**src/rtl/core/cbor_item_skipper_core_assert.svh**
```systemverilog
// assertion macros for the cbor item skipper core
`ifndef CBOR_ITEM_SKIPPER_CORE_ASSERT_SVH
`define CBOR_ITEM_SKIPPER_CORE_ASSERT_SVH

// property that must hold at every clock edge outside reset
`define CSKP_ASSERT(lbl, prop, msg) \
	lbl: assert property (@(posedge clk) disable iff (!arst_n) (prop)) else $error(msg);

// property whose consequent is checked in the cycle after the antecedent
`define CSKP_ASSERT_NEXT(lbl, ante, cons, msg) \
	lbl: assert property (@(posedge clk) disable iff (!arst_n) (ante) |=> (cons)) \
		else $error(msg);

`endif

```
**src/rtl/core/cbor_skp_pkg.sv**
```systemverilog
// shared types and constants for the cbor item skipper
package cbor_skp_pkg;

	localparam int DEPTH_DEF = 16;
	localparam int COUNT_W   = 33;
	localparam int ARG_W     = 32;
	localparam int NEST_W    = 5;

	// additional info codes for multi-byte arguments
	localparam logic [4:0] AI_ONE  = 5'd24;
	localparam logic [4:0] AI_FOUR = 5'd26;

	// major types with special handling
	localparam logic [2:0] MT_BSTR  = 3'd2;
	localparam logic [2:0] MT_TSTR  = 3'd3;
	localparam logic [2:0] MT_ARRAY = 3'd4;
	localparam logic [2:0] MT_MAP   = 3'd5;
	localparam logic [2:0] MT_TAG   = 3'd6;

	// error codes
	localparam logic [2:0] ERR_NONE    = 3'd0;
	localparam logic [2:0] ERR_ADDINFO = 3'd1;
	localparam logic [2:0] ERR_TAG     = 3'd2;
	localparam logic [2:0] ERR_TRUNC   = 3'd3;
	localparam logic [2:0] ERR_DEPTH   = 3'd4;

	typedef enum logic [1:0] {
		PH_HEAD,
		PH_ARG,
		PH_PAYLOAD,
		PH_IDLE
	} phase_t;

	typedef struct packed {
		logic [7:0] data_byte;
		logic       last_byte;
	} in_beat_t;

	typedef struct packed {
		logic              head_valid;
		logic [2:0]        major_type;
		logic [ARG_W-1:0]  argument_value;
		logic [NEST_W-1:0] nest_level;
		logic              item_done;
		logic [2:0]        error_code;
	} out_beat_t;

	// stack commands and status
	typedef struct packed {
		logic push;
		logic cascade;
		logic clear;
	} stk_cmd_t;

	typedef struct packed {
		logic full;
		logic done;
	} stk_stat_t;

endpackage

```
**src/rtl/core/cbor_item_skipper_core.sv**
```systemverilog
// cbor item skipper: walks one data item per buffer, one byte per beat
// a byte's result passes through the input register and then the result register
// throughput: one byte per cycle while the result side does not stall; the stack pop cascade is one priority encode
// over the open levels, resolved in the same cycle as the byte
// reset: control state and stack pointer clear; stack contents are left as is
module cbor_item_skipper_core import cbor_skp_pkg::*; #(
	parameter int MAX_DEPTH = DEPTH_DEF
) (
	input  logic      clk,
	input  logic      arst_n,
	input  logic      byte_valid,
	output logic      byte_stall,
	input  in_beat_t  byte_beat,
	output logic      rslt_valid,
	input  logic      rslt_stall,
	output out_beat_t rslt_beat
);

`include "cbor_item_skipper_core_assert.svh"

	localparam int TOP_W = $clog2(MAX_DEPTH + 1);

	logic       in_valid_s1;
	in_beat_t   in_beat_s1;

	phase_t           phase_q, phase_d;
	logic [2:0]       arg_left_q, arg_left_d;
	logic [ARG_W-1:0] arg_accum_q, accum_d;
	logic [2:0]       cur_major_q, major_d;
	logic [ARG_W-1:0] payload_left_q, payload_d;

	logic             rslt_valid_q;
	out_beat_t        rslt_beat_q;

	logic [7:0]       b;
	logic             last;
	logic [4:0]       add;
	logic             have_head, bad_ai, pay_end, start_arg;
	logic             to_payload, cascade, push, done, fin, trunc, emit, adv;
	logic [2:0]       err, err_o;
	out_beat_t        res;

	stk_cmd_t         stk_cmd;
	stk_stat_t        stk_stat;
	logic [TOP_W-1:0] stk_top;
	logic [COUNT_W-1:0] push_count;

	assign b    = in_beat_s1.data_byte;
	assign last = in_beat_s1.last_byte;
	assign add  = b[4:0];

	// handshake: advance a held byte when it gives no result or the result register can take one
	assign adv        = in_valid_s1 && (!emit || !rslt_valid_q || !rslt_stall);
	assign byte_stall = in_valid_s1 && !adv;

	// input register
	always_ff @(posedge clk or negedge arst_n) begin
		if (!arst_n) begin
			in_valid_s1 <= 1'b0;
		end else if (!byte_stall) begin
			in_valid_s1 <= byte_valid;
		end
	end

	always_ff @(posedge clk) begin
		if (!byte_stall && byte_valid) begin
			in_beat_s1 <= byte_beat;
		end
	end

	// head and argument decode
	always_comb begin
		accum_d   = arg_accum_q;
		arg_left_d = arg_left_q;
		major_d   = cur_major_q;
		payload_d = payload_left_q;
		have_head = 1'b0;
		bad_ai    = 1'b0;
		pay_end   = 1'b0;
		start_arg = 1'b0;
		unique case (phase_q)
			PH_HEAD: begin
				major_d = b[7:5];
				if (add < AI_ONE) begin
					accum_d   = ARG_W'(add);
					have_head = 1'b1;
				end else if (add <= AI_FOUR) begin
					arg_left_d = 3'b001 << add[1:0];
					accum_d    = '0;
					start_arg  = 1'b1;
				end else begin
					bad_ai = 1'b1;
				end
			end
			PH_ARG: begin
				accum_d    = {arg_accum_q[ARG_W-9:0], b};
				arg_left_d = arg_left_q - 3'd1;
				have_head  = (arg_left_q == 3'd1);
			end
			PH_PAYLOAD: begin
				payload_d = payload_left_q - ARG_W'(1);
				pay_end   = (payload_left_q == ARG_W'(1));
			end
			PH_IDLE: begin
			end
			default: begin
			end
		endcase
	end

	// action on a complete head or payload end
	always_comb begin
		cascade    = pay_end;
		push       = 1'b0;
		to_payload = 1'b0;
		err        = bad_ai ? ERR_ADDINFO : ERR_NONE;
		if (have_head) begin
			case (major_d) inside
				MT_BSTR, MT_TSTR: begin
					if (accum_d == '0) begin
						cascade = 1'b1;
					end else begin
						to_payload = 1'b1;
					end
				end
				MT_ARRAY, MT_MAP: begin
					if (accum_d == '0) begin
						cascade = 1'b1;
					end else if (stk_stat.full) begin
						err = ERR_DEPTH;
					end else begin
						push = 1'b1;
					end
				end
				MT_TAG: begin
					err = ERR_TAG;
				end
				default: begin
					cascade = 1'b1;
				end
			endcase
		end
		done  = cascade && stk_stat.done;
		fin   = (err != ERR_NONE) || done;
		trunc = !fin && last && (phase_q != PH_IDLE);
		err_o = trunc ? ERR_TRUNC : err;
		emit  = (phase_q != PH_IDLE) && (have_head || bad_ai || done || trunc);
	end

	assign push_count = (major_d == MT_MAP) ? {accum_d, 1'b0} : {1'b0, accum_d};

	// next phase
	always_comb begin
		phase_d = phase_q;
		unique case (phase_q)
			PH_HEAD: begin
				if (start_arg) begin
					phase_d = PH_ARG;
				end
			end
			PH_ARG: begin
			end
			PH_PAYLOAD: begin
				if (pay_end) begin
					phase_d = PH_HEAD;
				end
			end
			PH_IDLE: begin
			end
			default: begin
			end
		endcase
		if (have_head) begin
			phase_d = to_payload ? PH_PAYLOAD : PH_HEAD;
		end
		if (fin) begin
			phase_d = PH_IDLE;
		end
		if (last) begin
			phase_d = PH_HEAD;
		end
	end

	// result beat
	always_comb begin
		res.head_valid     = have_head;
		res.major_type     = have_head ? major_d : 3'd0;
		res.argument_value = have_head ? accum_d : '0;
		res.nest_level     = NEST_W'(stk_top);
		res.item_done      = done;
		res.error_code     = err_o;
	end

	// walker state
	always_ff @(posedge clk or negedge arst_n) begin
		if (!arst_n) begin
			phase_q        <= PH_HEAD;
			arg_left_q     <= '0;
			arg_accum_q    <= '0;
			cur_major_q    <= '0;
			payload_left_q <= '0;
		end else if (adv) begin
			phase_q <= phase_d;
			if (last) begin
				arg_left_q     <= '0;
				arg_accum_q    <= '0;
				cur_major_q    <= '0;
				payload_left_q <= '0;
			end else begin
				arg_left_q     <= arg_left_d;
				arg_accum_q    <= accum_d;
				cur_major_q    <= major_d;
				payload_left_q <= to_payload ? accum_d : payload_d;
			end
		end
	end

	// container stack
	assign stk_cmd.push    = adv && push;
	assign stk_cmd.cascade = adv && cascade;
	assign stk_cmd.clear   = adv && last;

	cbor_skp_stack #(
		.MAX_DEPTH(MAX_DEPTH)
	) u_stack (
		.clk       (clk),
		.arst_n    (arst_n),
		.cmd       (stk_cmd),
		.push_count(push_count),
		.top       (stk_top),
		.stat      (stk_stat)
	);

	// result register
	always_ff @(posedge clk or negedge arst_n) begin
		if (!arst_n) begin
			rslt_valid_q <= 1'b0;
		end else if (adv && emit) begin
			rslt_valid_q <= 1'b1;
		end else if (!rslt_stall) begin
			rslt_valid_q <= 1'b0;
		end
	end

	always_ff @(posedge clk) begin
		if (adv && emit) begin
			rslt_beat_q <= res;
		end
	end

	assign rslt_valid = rslt_valid_q;
	assign rslt_beat  = rslt_beat_q;

	// checks
	`CSKP_ASSERT(a_done_no_err, !(rslt_valid && rslt_beat.item_done && (rslt_beat.error_code != ERR_NONE)), "done beat carries an error")
	`CSKP_ASSERT(a_nohead_zero, !(rslt_valid && !rslt_beat.head_valid && ((rslt_beat.major_type != 3'd0) || (rslt_beat.argument_value != '0))), "head fields set without a head")
	`CSKP_ASSERT_NEXT(a_last_resets, adv && last, (phase_q == PH_HEAD) && (stk_top == '0), "state not cleared after last byte")
	`CSKP_ASSERT(a_top_bound, stk_top <= TOP_W'(MAX_DEPTH), "stack pointer beyond depth")

endmodule

```
**src/rtl/core/cbor_skp_stack.sv**
```systemverilog
// container count stack with a combinational pop cascade
module cbor_skp_stack import cbor_skp_pkg::*; #(
	parameter int MAX_DEPTH = DEPTH_DEF,
	localparam int TW = $clog2(MAX_DEPTH + 1)
) (
	input  logic               clk,
	input  logic               arst_n,
	input  stk_cmd_t           cmd,
	input  logic [COUNT_W-1:0] push_count,
	output logic [TW-1:0]      top,
	output stk_stat_t          stat
);

	logic [COUNT_W-1:0] counts_q [MAX_DEPTH];
	logic [TW-1:0]      top_q;
	logic [MAX_DEPTH-1:0] dec_sel;
	logic [TW-1:0]      casc_top;

	// find the highest open level that does not finish with this element
	always_comb begin
		dec_sel  = '0;
		casc_top = '0;
		for (int j = 0; j < MAX_DEPTH; j++) begin
			if ((TW'(j) < top_q) && (counts_q[j] != COUNT_W'(1))) begin
				dec_sel    = '0;
				dec_sel[j] = 1'b1;
				casc_top   = TW'(j + 1);
			end
		end
	end

	assign stat.done = ~(|dec_sel);
	assign stat.full = (top_q == TW'(MAX_DEPTH));
	assign top       = top_q;

	// stack pointer
	always_ff @(posedge clk or negedge arst_n) begin
		if (!arst_n) begin
			top_q <= '0;
		end else if (cmd.clear) begin
			top_q <= '0;
		end else if (cmd.push) begin
			top_q <= top_q + TW'(1);
		end else if (cmd.cascade) begin
			top_q <= casc_top;
		end
	end

	// per-level counts, each updated in place
	always_ff @(posedge clk) begin
		for (int j = 0; j < MAX_DEPTH; j++) begin
			if (cmd.push && (TW'(j) == top_q)) begin
				counts_q[j] <= push_count;
			end else if (cmd.cascade && dec_sel[j]) begin
				counts_q[j] <= counts_q[j] - COUNT_W'(1);
			end
		end
	end

endmodule

```
**config.mk**
```make
export PLATFORM = sky130hd
export DESIGN_NAME = cbor_item_skipper_core
export DESIGN_NICKNAME = d
export VERILOG_FILES = /design/src/rtl/core/cbor_skp_pkg.sv /design/src/rtl/core/cbor_item_skipper_core.sv /design/src/rtl/core/cbor_skp_stack.sv
export VERILOG_INCLUDE_DIRS = /design/src /design/src/rtl/core
export SDC_FILE = /design/constraint.sdc
export NUM_CORES = 2
export LEC_CHECK = 0
export ABC_AREA = 1
export ABC_CLOCK_PERIOD_IN_PS = 14950
export BUFFER_PORTS_ARGS = -buffer_cell sky130_fd_sc_hd__clkbuf_2
export CORE_ASPECT_RATIO = 0.75
export CORE_UTILIZATION = 25
export DETAILED_ROUTE_END_ITERATION = 6
export HOLD_SLACK_MARGIN = 0.03
export PLACE_DENSITY = 0.39
export SLEW_MARGIN = 5
export SYNTH_ARGS = -nofsm -noshare
export SYNTH_HDL_FRONTEND = slang
export SYNTH_SLANG_ARGS = --single-unit
```
**constraint.sdc**
```tcl
create_clock -name clk -period 14.95 [get_ports clk]
set_clock_uncertainty 0.1 [all_clocks]
set_input_delay 0.7475 -clock clk [delete_from_list [all_inputs] [get_ports clk]]
set_output_delay 0.7475 -clock clk [all_outputs]
set_load 0.01 [all_outputs]
```
==> run metrics <==
period utilization=0.5028; Crit-path slowest cell=nand3_2; final setup vio count=0; initial antenna violation count=26; max-slew violations=0; final hold violations=0; VDD IR-drop max=0.0001597 V; dpl ws=7.558 ns; Largest delay share family, worst path=simple AND/OR/NAND/NOR gates; HPWL after detailed placement=91.17 mm; WS Path Type=flip-flop to flip-flop; core region area=0.1675 sq mm; Root Buffer=clkbuf_16; PostCTS Resize Cnt=0; CTS tree=done; DRC Markers=0; max_cap viols=0; Die X=476.5 microns; clk slew on worst S/H paths=0.06 ns; P_leak=19.02 nW; initial core utilization=0.2520; initial drt markers=3331; layout cells sized above 1=0.07260; DR vias=34110; critical path, cell by cell=inv_2 -> nand2_2 -> o21ai_1 -> nand2_1 -> nor2_1 -> nand2_1 -> nor2_1 -> nand3_1 -> a21oi_4 -> buf_4 -> nand3_2 -> o211ai_2 -> nand2_4 -> nand2_4 -> inv_4 -> nand3_2 -> nand2_1 -> buf_4; P per Cell Area=185.2 mW/mm^2; IO buf count=59; Slew headroom=0.2040; crit end category=flip-flop; Syn Std Cell Area=0.04221 sq mm; RSZ-0062 raised after global routing=false; Cells after Synth=5279; Worst Path Max Fanout=70; IO Pins=60; TritonRoute pass-1 iters=5; routability cong.=0.8005; routed wire length=145.0 mm; min cycle time layout=7.517 ns; Die H=357.9 microns; worst path bufs/invs=4; first-pass GRT wire length=214.8 mm; Core Rows=130; final setup margin=7.433 ns; post-synthesis register bit count=661; syn_area_per_cell=7.996 sq um; YS warnings=0; gr usage total=0.1686; syn_nets=5331; placed cell area=0.04517 sq mm; pin count of the biggest net entering global routing=71; Area Overhead vs Synth=13.17%; worst endpoint required time=15.21 ns; via/cell ratio=4.495; Max clock buf depth=3; # nets final=5334; Num CTS Buffers=80; Clk Latency, worst-skew pair=0.69 ns; Hold Path Class=input pin to flip-flop; fmax=133.0 MHz; slowest stage delay, CP=0.91 ns; status=finished clean; post-route cell area=0.04777 sq mm; Post-synth EDFFs=582; most frequent CP cell=nand2_1; Layout fillers=18120; Startpoint Class=flip-flop; vias in the first global route=31950; Fin Setup TNS=0 ns; Wirelength per Cell=19.10 microns; commonest non-fill, non-tap cells in the layout=nand2_1, nor2_1, inv_1, edfxtp_1, o21ai_1; ANT nets after route=0; Post-synth ARST share=0.1195; H-tree levels=3; Die ar.=0.1705 sq mm; Sink Count=661; sequential-to-total area share from yosys stat=0.4609; most common cell after layout, fill and taps aside=nand2_1; Slew @ Worst Pin=1.190 ns; post-synthesis cell type count=55; grt total ovfl=0; Synth Flop Type=edfxtp_1; WP data arrival=7.78 ns
## what timing repair did
| action | in CTS | in global routing |
|---|---|---|
| hold buffers | 1 | 0 |
| endpoints found under the hold margin | 33 | 0 |
| setup buffers | 0 | 0 |
## area by class of cell
type / count / area [sq um] / area share
Clock inverter: 40 / 347.8 / 0.007281
Clock buffer: 104 / 2240 / 0.04688
Antenna cell: 1 / 2.502 / 0.00005238
Timing Repair Buffer: 124 / 788.3 / 0.01650
Tap cell: 2244 / 2808 / 0.05877
Sequential cell: 661 / 19450 / 0.4072
Inverter: 695 / 2611 / 0.05466
Multi-Input combinational cell: 3720 / 19520 / 0.4086
## path summary, 6_finish.rpt
kind / startpoint / end / slack [ns] / depth (start not counted)
worst max-delay path: phase_q[1] / u_stack.counts_q[1][181] / 7.43 / 18
max in group asynchronous: arst_n / payload_left_q[12] / 13.12 / 3
worst min-delay path: byte_beat[7] / b[6] / 0.15 / 1
min in group asynchronous: arst_n / arg_accum_q[0] / 0.50 / 2
worst max register to register: phase_q[1] / u_stack.counts_q[1][181] / 7.43 / 18
worst min register to register: arg_left_q[1] / arg_left_q[1] / 0.39 / 2
## Yosys cell counts (4+ instances only)
cell	count	area (sq um)
o22ai_1	5	31.28
a21oi_1	33	165.2
nand3b_1	11	82.58
nor3_1	124	620.6
nand3_1	154	770.7
ha_1	39	488.0
buf_4	22	165.2
nand2_1	1252	4700
o31ai_1	30	225.2
o21ai_2	32	280.3
or2_1	4	25.02
inv_1	680	2552
nor2_1	691	2594
or2_2	16	100.1
buf_2	55	275.3
inv_2	14	52.55
buf_6	39	439.2
edfxtp_1	582	17480
mux2i_1	23	230.2
xnor2_1	180	1577
or3_1	6	37.54
o21ai_0	257	1286
xor2_1	281	2461
o21ai_1	427	2137
and2_1	13	81.33
clkbuf_1	83	311.6
nor4_1	36	225.2
nor2_2	4	25.02
nand3_2	12	120.1
nand2_2	7	43.79
nand4_1	49	306.5
dfrtp_1	79	1977
## where the power goes
part / leakage (nW) / switching, mW / internal (mW)
clock: 1.26 / 0.872 / 1.14
combinational: 11.4 / 2.92 / 1.10
sequential: 6.39 / 0.186 / 2.62
total: 19.0 / 3.98 / 4.87
## cells by family after synthesis
logic type | Yosys count | synth area share
DFF | 661 | 0.4609
and+or+nand+nor | 2397 | 0.2347
buffers and inverters | 898 | 0.09070
xor gates and xnor gates | 461 | 0.09565
muxes | 23 | 0.005454
AOI/OAI and AO/OA | 800 | 0.1010
adders and majority gates | 39 | 0.01156
## per-layer routing
| layer | global-route usage | up-vias | share of wire |
|---|---|---|---|
| met4 | 0.03055 | 0 | 0.014 |
| met3 | 0.02500 | 109 | 0.061 |
| met2 | 0.2444 | 822 | 0.41 |
| met1 | 0.2620 | 16030 | 0.52 |
| met5 | 0 | - | 0 |
| li1 | - | 17150 | - |
## stage by stage
| step | util | cells | hold slack [ns] | total power, mW |
|---|---|---|---|---|
| 2_1_floorplan | - | 5279 | 0.3196 | 4.877 |
| 3_3_place_gp | 0.2696 | 7443 | 0.3771 | 6.886 |
| 3_5_place_dp | 0.2696 | 7443 | 0.3774 | 6.946 |
| 4_1_cts | 0.2851 | 7588 | 0.08705 | 8.985 |
| 5_1_grt | 0.2851 | 7588 | 0.1056 | 9.394 |
| 6_report | 0.2851 | 7589 | 0.1450 | 8.848 |
## sequential cells by signal, indices dropped and copies added, names as in the netlist, 2 cells and up
register          count
rslt_beat            45
arg_left_q            3
cur_major_q           3
u_stack.top           5
payload_left_q       32
b                     8
arg_accum_q          32
u_stack.counts_q    528
phase_q               2
Note: power is estimated with default switching activity, not from simulation.
